`config.mk`:
```
export PLATFORM = sky130hd
export DESIGN_NAME = sorted_insert_list_unit
export DESIGN_NICKNAME = d
export VERILOG_FILES = /design/src/rtl/sil_pkg.sv /design/src/rtl/sorted_insert_list_unit.sv /design/src/rtl/sil_ram.sv
export SDC_FILE = /design/constraint.sdc
export NUM_CORES = 2
export LEC_CHECK = 0
export BUFFER_PORTS_ARGS = -buffer_cell sky130_fd_sc_hd__buf_2
export CELL_PAD_IN_SITES_DETAIL_PLACEMENT = 1
export CELL_PAD_IN_SITES_GLOBAL_PLACEMENT = 1
export CORE_AREA = 2 2 473 358
export CTS_CLUSTER_SIZE = 8
export DETAILED_ROUTE_END_ITERATION = 6
export DIE_AREA = 0 0 475 360
export PLACE_DENSITY_LB_ADDON = 0.25
export RECOVER_POWER = 25
export SYNTH_ARGS = -nofsm -noshare
export SYNTH_HDL_FRONTEND = slang
export SYNTH_HIERARCHICAL = 1
export SYNTH_SLANG_ARGS = --single-unit
export TNS_END_PERCENT = 50
```
`constraint.sdc`:
```
create_clock -name clk_i -period 7.2 [get_ports clk_i]
set_input_delay 1.44 -clock clk_i [delete_from_list [all_inputs] [get_ports clk_i]]
set_output_delay 1.44 -clock clk_i [all_outputs]
set_load 0.02 [all_outputs]
```
`src/rtl/sil_pkg.sv`:
```
`timescale 1ns / 1ps
// ----------------------------------------------------------------------------
// sil_pkg
// Types and constants shared by the sorted insert list unit and its testbench.
// ----------------------------------------------------------------------------
package sil_pkg;

  localparam int unsigned CAPACITY = 64;
  localparam int unsigned DataW    = 32;
  localparam int unsigned PosW     = 6;
  localparam int unsigned CntW     = 7;

  localparam logic OP_INSERT = 1'b0;
  localparam logic OP_READ   = 1'b1;

  localparam logic [1:0] ST_OK    = 2'd0;
  localparam logic [1:0] ST_FULL  = 2'd1;
  localparam logic [1:0] ST_EMPTY = 2'd2;

  typedef struct packed {
    logic                    op;
    logic signed [DataW-1:0] value;
  } in_t;

  typedef struct packed {
    logic [1:0]              status;
    logic signed [DataW-1:0] element;
    logic [PosW-1:0]         position;
    logic [CntW-1:0]         fill;
    logic signed [DataW-1:0] smallest;
    logic signed [DataW-1:0] largest;
    logic                    last;
  } out_t;

endpackage

```
`src/rtl/sorted_insert_list_unit.sv`:
```
`timescale 1ns / 1ps
// ----------------------------------------------------------------------------
// sorted_insert_list_unit
// Bounded ascending store of signed values with insert and full read-out.
// ----------------------------------------------------------------------------
// The values live in one RAM with a registered read. An insert walks down
// from the top of the list, one read and one write-back per held value that
// is greater than the new one, then writes the new value into the gap; an
// insert into an empty store writes at once, and one into a full store is
// refused. A read streams the list out at one result per cycle. busy_o is
// high while an item is at work; each result is shown for one cycle on out_o
// with out_valid_o and must be taken then, since the receiver cannot stall
// the unit.
module sorted_insert_list_unit
  #(
  parameter int unsigned Capacity = sil_pkg::CAPACITY
) (
  input  logic          clk_i,
  input  logic          rst_ni,
  input  logic          start_i,
  input  sil_pkg::in_t  in_i,
  output logic          busy_o,
  output logic          out_valid_o,
  output sil_pkg::out_t out_o
);
  import sil_pkg::*;

  localparam int unsigned AddrW = $clog2(Capacity);

  localparam logic [2:0] S_IDLE    = 3'd0;
  localparam logic [2:0] S_INS_RD  = 3'd1;
  localparam logic [2:0] S_INS_CMP = 3'd2;
  localparam logic [2:0] S_INS_PUT = 3'd3;
  localparam logic [2:0] S_RD_RUN  = 3'd4;

  logic [2:0]              state_q, state_d;
  logic [CntW-1:0]         cnt_q, cnt_d;
  logic [CntW-1:0]         idx_q, idx_d;
  logic [CntW-1:0]         pos_q, pos_d;
  logic                    pend_q, pend_d;
  logic signed [DataW-1:0] val_q, val_d;
  logic signed [DataW-1:0] min_q, min_d;
  logic signed [DataW-1:0] max_q, max_d;
  logic                    valid_q, valid_d;
  out_t                    out_q, out_d;

  logic                    we;
  logic [AddrW-1:0]        waddr, raddr;
  logic [DataW-1:0]        wdata, rdata;
  logic [CntW-1:0]         idx_m1;
  logic                    ins_done;
  logic                    emit;
  logic [1:0]              emit_status;
  logic                    accept;

  sil_ram #(
    .Width(DataW),
    .Depth(Capacity)
  ) u_ram (
    .clk_i  (clk_i),
    .we_i   (we),
    .waddr_i(waddr),
    .wdata_i(wdata),
    .raddr_i(raddr),
    .rdata_o(rdata)
  );

  assign idx_m1 = idx_q - CntW'(1);
  assign busy_o = (state_q != S_IDLE) || pend_q;
  assign accept = start_i && !busy_o;

  always_comb begin
    state_d     = state_q;
    cnt_d       = cnt_q;
    idx_d       = idx_q;
    pos_d       = pos_q;
    pend_d      = 1'b0;
    val_d       = val_q;
    min_d       = min_q;
    max_d       = max_q;
    we          = 1'b0;
    waddr       = idx_q[AddrW-1:0];
    wdata       = val_q;
    raddr       = idx_q[AddrW-1:0];
    ins_done    = 1'b0;
    emit        = 1'b0;
    emit_status = ST_OK;

    case (state_q)
      S_IDLE: begin
        if (accept) begin
          val_d = in_i.value;
          if (in_i.op == OP_INSERT) begin
            if (cnt_q >= CntW'(Capacity)) begin
              emit        = 1'b1;
              emit_status = ST_FULL;
            end else if (cnt_q == '0) begin
              we       = 1'b1;
              waddr    = '0;
              wdata    = in_i.value;
              ins_done = 1'b1;
            end else begin
              idx_d   = cnt_q;
              state_d = S_INS_RD;
            end
          end else begin
            if (cnt_q == '0) begin
              emit        = 1'b1;
              emit_status = ST_EMPTY;
            end else begin
              idx_d   = '0;
              state_d = S_RD_RUN;
            end
          end
        end
      end
      S_INS_RD: begin
        raddr   = idx_m1[AddrW-1:0];
        state_d = S_INS_CMP;
      end
      S_INS_CMP: begin
        we = 1'b1;
        if ($signed(rdata) > val_q) begin
          wdata   = rdata;
          idx_d   = idx_m1;
          state_d = (idx_m1 == '0) ? S_INS_PUT : S_INS_RD;
        end else begin
          ins_done = 1'b1;
          state_d  = S_IDLE;
        end
      end
      S_INS_PUT: begin
        we       = 1'b1;
        ins_done = 1'b1;
        state_d  = S_IDLE;
      end
      S_RD_RUN: begin
        pend_d = 1'b1;
        pos_d  = idx_q;
        idx_d  = idx_q + CntW'(1);
        if (idx_q + CntW'(1) == cnt_q) begin
          state_d = S_IDLE;
        end
      end
      default: begin
        state_d = S_IDLE;
      end
    endcase

    if (ins_done) begin
      cnt_d = cnt_q + CntW'(1);
      emit  = 1'b1;
      if (cnt_q == '0) begin
        min_d = val_d;
        max_d = val_d;
      end else begin
        min_d = (val_d < min_q) ? val_d : min_q;
        max_d = (val_d > max_q) ? val_d : max_q;
      end
    end
  end

  always_comb begin
    valid_d = 1'b0;
    out_d   = out_q;
    if (emit || pend_q) begin
      valid_d        = 1'b1;
      out_d.status   = pend_q ? ST_OK : emit_status;
      out_d.element  = pend_q ? $signed(rdata) : '0;
      out_d.position = pend_q ? pos_q[PosW-1:0] : '0;
      out_d.fill     = cnt_d;
      out_d.smallest = (cnt_d != '0) ? min_d : '0;
      out_d.largest  = (cnt_d != '0) ? max_d : '0;
      out_d.last     = pend_q ? (pos_q + CntW'(1) == cnt_q) : 1'b1;
    end
  end

  always_ff @(posedge clk_i or negedge rst_ni) begin
    if (!rst_ni) begin
      state_q <= S_IDLE;
      cnt_q   <= '0;
      pend_q  <= 1'b0;
      valid_q <= 1'b0;
    end else begin
      state_q <= state_d;
      cnt_q   <= cnt_d;
      pend_q  <= pend_d;
      valid_q <= valid_d;
    end
  end

  always_ff @(posedge clk_i) begin
    idx_q <= idx_d;
    pos_q <= pos_d;
    val_q <= val_d;
    min_q <= min_d;
    max_q <= max_d;
    out_q <= out_d;
  end

  assign out_valid_o = valid_q;
  assign out_o       = out_q;

endmodule

```
`src/rtl/sil_ram.sv`:
```
`timescale 1ns / 1ps
// ----------------------------------------------------------------------------
// sil_ram
// Generic RAM, one write port and one read port, registered read data.
// ----------------------------------------------------------------------------
module sil_ram #(
  parameter int unsigned Width = 32,
  parameter int unsigned Depth = 64
) (
  input  logic                     clk_i,
  input  logic                     we_i,
  input  logic [$clog2(Depth)-1:0] waddr_i,
  input  logic [Width-1:0]         wdata_i,
  input  logic [$clog2(Depth)-1:0] raddr_i,
  output logic [Width-1:0]         rdata_o
);

  logic [Width-1:0] mem_q [Depth];

  always_ff @(posedge clk_i) begin
    if (we_i) begin
      mem_q[waddr_i] <= wdata_i;
    end
    rdata_o <= mem_q[raddr_i];
  end

endmodule

```
=== Yosys cells after proc, flatten, opt, wreduce, memory -nomap -nowiden ===
Memories as Yosys holds them, arrays and structs flattened. A register that Yosys moved wholly into a read port is not among the register bits.
Index checks and enable logic that the tools add are counted.

* Bits in writable memories: 2,048
* Memories kept: 1
* Word-level logic and storage cells: 108
* Input bits: 36
* Flip-flop bits (word level): 234

* Reduce and logical (&&, ||, !) cells: 14
* Muxes and demuxes: 56
* Equal/unequal tests: 11
* $add $sub $neg: 4
* Magnitude comparators: 4
* Bitwise gates (word level): 2

{| class="wikitable"
|+ Memories
! memory !! depth !! bits a word !! read ports !! clocked after Yosys merged registers in !! wr ports !! RTL line !! source
|-
| u_ram.mem_q || 64 || 32 || 1 || 1 || 1 || sil_ram.sv:18 || <nowiki>logic [Width-1:0] mem_q [Depth];</nowiki>
|}

{| class="wikitable"
|+ Operators with widths
! kind !! count
|-
| 32-bit 2-to-1 mux || 13
|-
| 32-bit > comparator || 2
|-
| 32-bit case mux with 2 select lines || 1
|-
| 7-bit 2-to-1 mux || 7
|-
| 6-bit 2-to-1 mux || 6
|-
| 32-bit < comparator || 1
|-
| 7-bit by 1-bit adder with 7-bit output, second input constant || 3
|-
| 7-bit case mux with 3 select lines || 1
|-
| 3-bit 2-to-1 mux || 6
|-
| 1-bit 2-to-1 mux || 15
|-
| 7-bit equality test || 2
|-
| 7-bit logical NOT || 2
|-
| 3-bit case mux with 4 select lines || 1
|-
| 2-bit 2-to-1 mux || 4
|-
| 2-bit != test, second input constant || 4
|-
| 7-bit greater-or-equal comparator, second input constant || 1
|-
| 7-bit nonzero test || 1
|-
| 7-bit by 1-bit subtractor with 7-bit output, second input constant || 1
|-
| 3-bit by 2-bit equality test with 1-bit output, second input constant || 2
|-
| 3-bit nonzero test || 2
|-
| 5-bit AND reduction || 1
|-
| 4-bit AND reduction || 1
|-
| 3-bit by 1-bit equality test with 1-bit output, second input constant || 1
|-
| 3-bit equality test, second input constant || 1
|-
| other kinds (10) || 12
|}

=== Depth between registers and ports, before layout ===
* Depth in word-level cells: 10
* Mapped depth: 17

=== By module ===
Netlist, hierarchy kept.

{| class="wikitable"
|+ By module, submodules not included
! module !! area each (sq um) !! cells an instance !! times used
|-
| sil_ram || 78,515.3 || 3,324 || 1
|-
| sorted_insert_list_unit || 12,445.7 || 1,147 || 1
|}

=== Worst setup path before layout ===
No wires, ideal clock.

* Kind: in2reg
* From: in start_i
* To: mem u_ram.mem_q[48][0] (enable)
* Setup time: 0.461 ns
* Required time: 6.739 ns
* Stages: 8
* Arrival: 5.193 ns
* Slack: 1.546 ns
* Cells stage by stage: nand2_2 > nor3_1 > clkbuf_1 > nor2_1 > clkbuf_1 > nor2b_1 > nand4b_1 > nor3_1

* Elaborated cells on any way between the ends: 7
* Classes of those cells: mux: 6; reduce/logical: 1

{| class="wikitable"
|+ RTL lines
! item !! RTL line !! source
|-
| from (decl) || sorted_insert_list_unit.sv:20 || <nowiki>input logic start_i,</nowiki>
|-
| 1-bit logical AND || sorted_insert_list_unit.sv:70 || <nowiki>assign accept = start_i && !busy_o;</nowiki>
|-
| 6-bit 2-to-1 mux || sorted_insert_list_unit.sv:91 || <nowiki>if (accept) begin</nowiki>
|-
| 6-bit 2-to-1 mux || sorted_insert_list_unit.sv:89 || <nowiki>case (state_q)</nowiki>
|-
| net waddr[3] || sorted_insert_list_unit.sv:48 || <nowiki>logic [AddrW-1:0] waddr, raddr;</nowiki>
|-
| to (decl) || sil_ram.sv:18 ||
|}

The timed path passes the listed nets, and every way through them passes these cells.

=== Final worst setup path ===
* From: reg state_q[2]
* To: mem u_ram.mem_q[10][13] (enable)

* Longest elaborated chain between the ends: 8
* Elaborated cells on any way between the ends: 14
* Classes of those cells: eq/ne: 2; mux: 6; reduce/logical: 6

{| class="wikitable"
|+ Ends and longest elaborated chain
! item !! RTL line !! source
|-
| from (decl) || sorted_insert_list_unit.sv:36 || <nowiki>logic [2:0] state_q, state_d;</nowiki>
|-
| from (signal assigned) || sorted_insert_list_unit.sv:185 || <nowiki>state_q <= state_d;</nowiki>
|-
| 3-bit nonzero test || sorted_insert_list_unit.sv:69 || <nowiki>assign busy_o = (state_q != S_IDLE) || pend_q;</nowiki>
|-
| 1-bit logical OR || sorted_insert_list_unit.sv:69 ||
|-
| 1-bit logical NOT || sorted_insert_list_unit.sv:70 ||
|-
| 1-bit logical AND || sorted_insert_list_unit.sv:70 ||
|-
| 1-bit 2-to-1 mux || sorted_insert_list_unit.sv:91 ||
|-
| 1-bit case mux with 2 select lines (*) || sorted_insert_list_unit.sv:89 ||
|-
| net we || sorted_insert_list_unit.sv:47 || <nowiki>logic we;</nowiki>
|-
| 1-bit 2-to-1 mux (*) || sil_ram.sv:21 || <nowiki>if (we_i) begin</nowiki>
|-
| 1-bit 2-to-1 mux (not written as such) (*) || sil_ram.sv:22 || <nowiki>mem_q[waddr_i] <= wdata_i;</nowiki>
|}

The timed path passes the listed nets; every way through them passes the cells marked *.

==> run metrics <==
maximum clock rate 157 MHz; Clock Path Buffers 4; DR pass1 iterations 6; post-route cell area about 0.10 mm^2; fill cell count roughly 14000; Final Wtd Congestion 0.867; failing checks capacitance limit, slew limit; Initial Utilization 0.547; Slew HR -0.189; routed vias/inst 6.77; synthesized area a little over 0.09 mm^2; clock share of power 0.491; critical setup path kind reg -> reg; max_cap viols 6; CP peak stage delay 1.03 ns; Final Hold Viols 0; DIE AREA 0.171 mm^2; switching share of power 0.191; clock latency on the worst-skew pair 0.93 ns; Worst VDD drop 0.000295 V; worst-path fanout max 22; Int Power between 0.02 and 0.025 W; Yosys warnings 6; Seq/Total Area, Yosys 0.749; commonest non-fill, non-tap cell in the layout edfxtp_1; startpoint types flip-flop; max-slew violations 163; CTS clk-pin slew, worst paths 0.05 ns; largest net degree at the start of global routing 99; Post-CTS Hold Buffers 0; post-DP HPWL 155000 um; core area roughly 0.17 mm^2; sequential share of power 0.508; Clk Tree Root Cell clkbuf_16; ys flop type edfxtp_1; IO Count 150; post-synth cell types ~80; crit end category flip-flop; CP Cell Sequence nor4_1, nand2_2, buf_4, or3_1, nand3_1, nor2b_1, nand2_1, nor2_1, clkbuf_1; Sequential Area 0.0681 mm^2; WL per Instance 36.8 um; Arr. time, crit path 6.88 ns; share of cells above drive strength 1 0.251; Syn Area/Cell 20.3 um^2; Die H roughly 360 um; most frequent cells in the layout edfxtp_1, mux4_2, clkbuf_16; Vias ~49000; multi-input logic area 0.0218 mm^2; final std cells w/o fill 7216; placed cell count 6792; Synth top area share 0.718; first-pass GRT wire length 378000 um; Hold Path Class reg -> reg; area leader, netlist edfxtp_1; Setup violations, final 0; LEAKAGE 28.9 nW; Least-Margin Pin Slew between 1.5 and 2 ns; post_cts resized 0; setup TNS 0 ns; top cells by area, synth edfxtp_1, mux4_2, dfxtp_1; DRC errors left 0; syn nets between 4000 and 5000; synthesis-to-finish area growth 14.7%; row cnt 130; Total GRT Usage 0.314; Worst Skew a little over 0.07 ns; Tmin final 6.37 ns; worst hold slack 0.509 ns; RSZ-0062 raised after global routing no; area post-placement 0.0955 mm^2; final period utilization 0.884; Syn Inst Count between 4000 and 5000; clock sinks 2314; Comb pwr share 0.001; Port Buffers 149; CP max-delay cell clkbuf_1; number of synthesized register bits 2314; grt ovf 0; Critical Path RT 7.71 ns; vias in the first global route 50728; antenna-violating nets left 0; Post-CTS Setup Inserts 0; Net Sw Power 0.00545 W; nets 5026; Finished Core Util 0.627; Post-Route WL 265000 um; Post-synth EDFFs 2174; initial antenna violation count 17; cts bufs inserted 339; CTS tree yes; Pwr per Cell Area 274 mW/mm^2; Post-synth ARST share 0.00519; DIE WIDTH 475 um; DR iter-0 viols 7068; H-tree lvl count 5; status finished, violations left
-- stage by stage --
stage / total power [W] / worst slack, ns
finish: 0.0286 / 0.832
global route: 0.0292 / 0.810
CTS: 0.0287 / 1.86
detailed placement: 0.0148 / 1.22
global placement: 0.0148 / 1.35
floorplan: 0.0148 / 1.55
-- flip-flops by register name (all words and copies together) (netlist names) --
register / flops
cnt_q: 7
idx_q: 7
max_q: 32
min_q: 32
out_o: 112
out_valid_o: 1
pend_q: 1
pos_q: 7
state_q: 3
u_ram/mem_q: 2048
u_ram/rdata_o: 32
val_q: 32
-- power by group through the flow --
stage	Clock [W]	Sequential [W]	Combinational, W
CTS	0.0142	0.0145	0.0000243
global route	0.0147	0.0145	0.0000243
floorplan	0	0.0148	0.00000114
global placement	0	0.0148	0.0000248
detailed placement	0	0.0148	0.0000242
finish	0.0140	0.0145	0.0000240
-- worst paths after layout --
| path | startpoint | end | slack (ns) | cells past startpoint |
|---|---|---|---|---|
| min reg2reg | max_q[19] | max_q[19] | 0.51 | 2 |
| max reg2reg | state_q[2] | u_ram/mem_q[10][13] | 0.83 | 9 |
| max | state_q[2] | u_ram/mem_q[10][13] | 0.83 | 9 |
| min | max_q[19] | max_q[19] | 0.51 | 2 |
| max in group asynchronous | rst_ni | cnt_q[0] | 6.10 | 1 |
| min in group asynchronous | rst_ni | state_q[0] | 0.59 | 1 |
-- layout make-up --
class                           instances  area share
Inverter                              116     0.00417
Timing Repair Buffer                  313      0.0202
Antenna cell                            5    0.000120
Sequential cell                      2314       0.653
Tap cell                             2244      0.0269
Clock buffer                          412      0.0860
Clock inverter                          7    0.000744
Multi-Input combinational cell       1805       0.209
-- cells by family (layout without fill, tap and decap cells) --
family	after synthesis	count (layout)	share of synthesized area
AOI/OAI and AO/OA	516	516	0.0415
and+or+nand+nor	480	480	0.0254
muxes	671	671	0.149
adders and majority gates	101	101	0.0139
other	0	5	0
buffers and inverters	352	848	0.0174
xor gates and xnor gates	37	37	0.00356
DFF	2314	2314	0.749
-- routing by layer --
metal	wire (um)	up-vias	GRT usage
met5	28	-	0
met4	10800	4	0.115
met3	32200	600	0.0824
met2	120000	3147	0.461
met1	103000	25938	0.458
li1	-	19199	-
-- synth_stat cells, drive strengths merged, types with 4 or more instances --
cell / number
dfxtp: 128
xnor2: 26
o32ai: 4
o211ai: 4
mux2i: 96
a21oi: 158
a22o: 32
a21o: 50
nand2: 60
dfrtp: 12
and2: 48
or2: 5
clkbuf: 110
nor2: 229
mux4: 544
nor3: 20
a31oi: 5
o21ai: 24
ha: 101
a311oi: 9
nand3: 21
or3b: 5
buf: 126
or3: 7
inv: 116
o221ai: 31
nor2b: 20
a41o: 5
a211oi: 67
nand3b: 6
and3: 5
mux2: 31
edfxtp: 2174
nand4: 24
xor2: 11
and4: 4
nor4: 7
nand2b: 12
o22ai: 85
a22oi: 14
-- critical path, delay by kind of cell (launching register included) --
kind | cells | cell delay (ns)
and+or+nand+nor | 7 | 4.05
DFF | 1 | 0.44
buffers and inverters | 2 | 1.46
(Power assumes the default switching activity.)
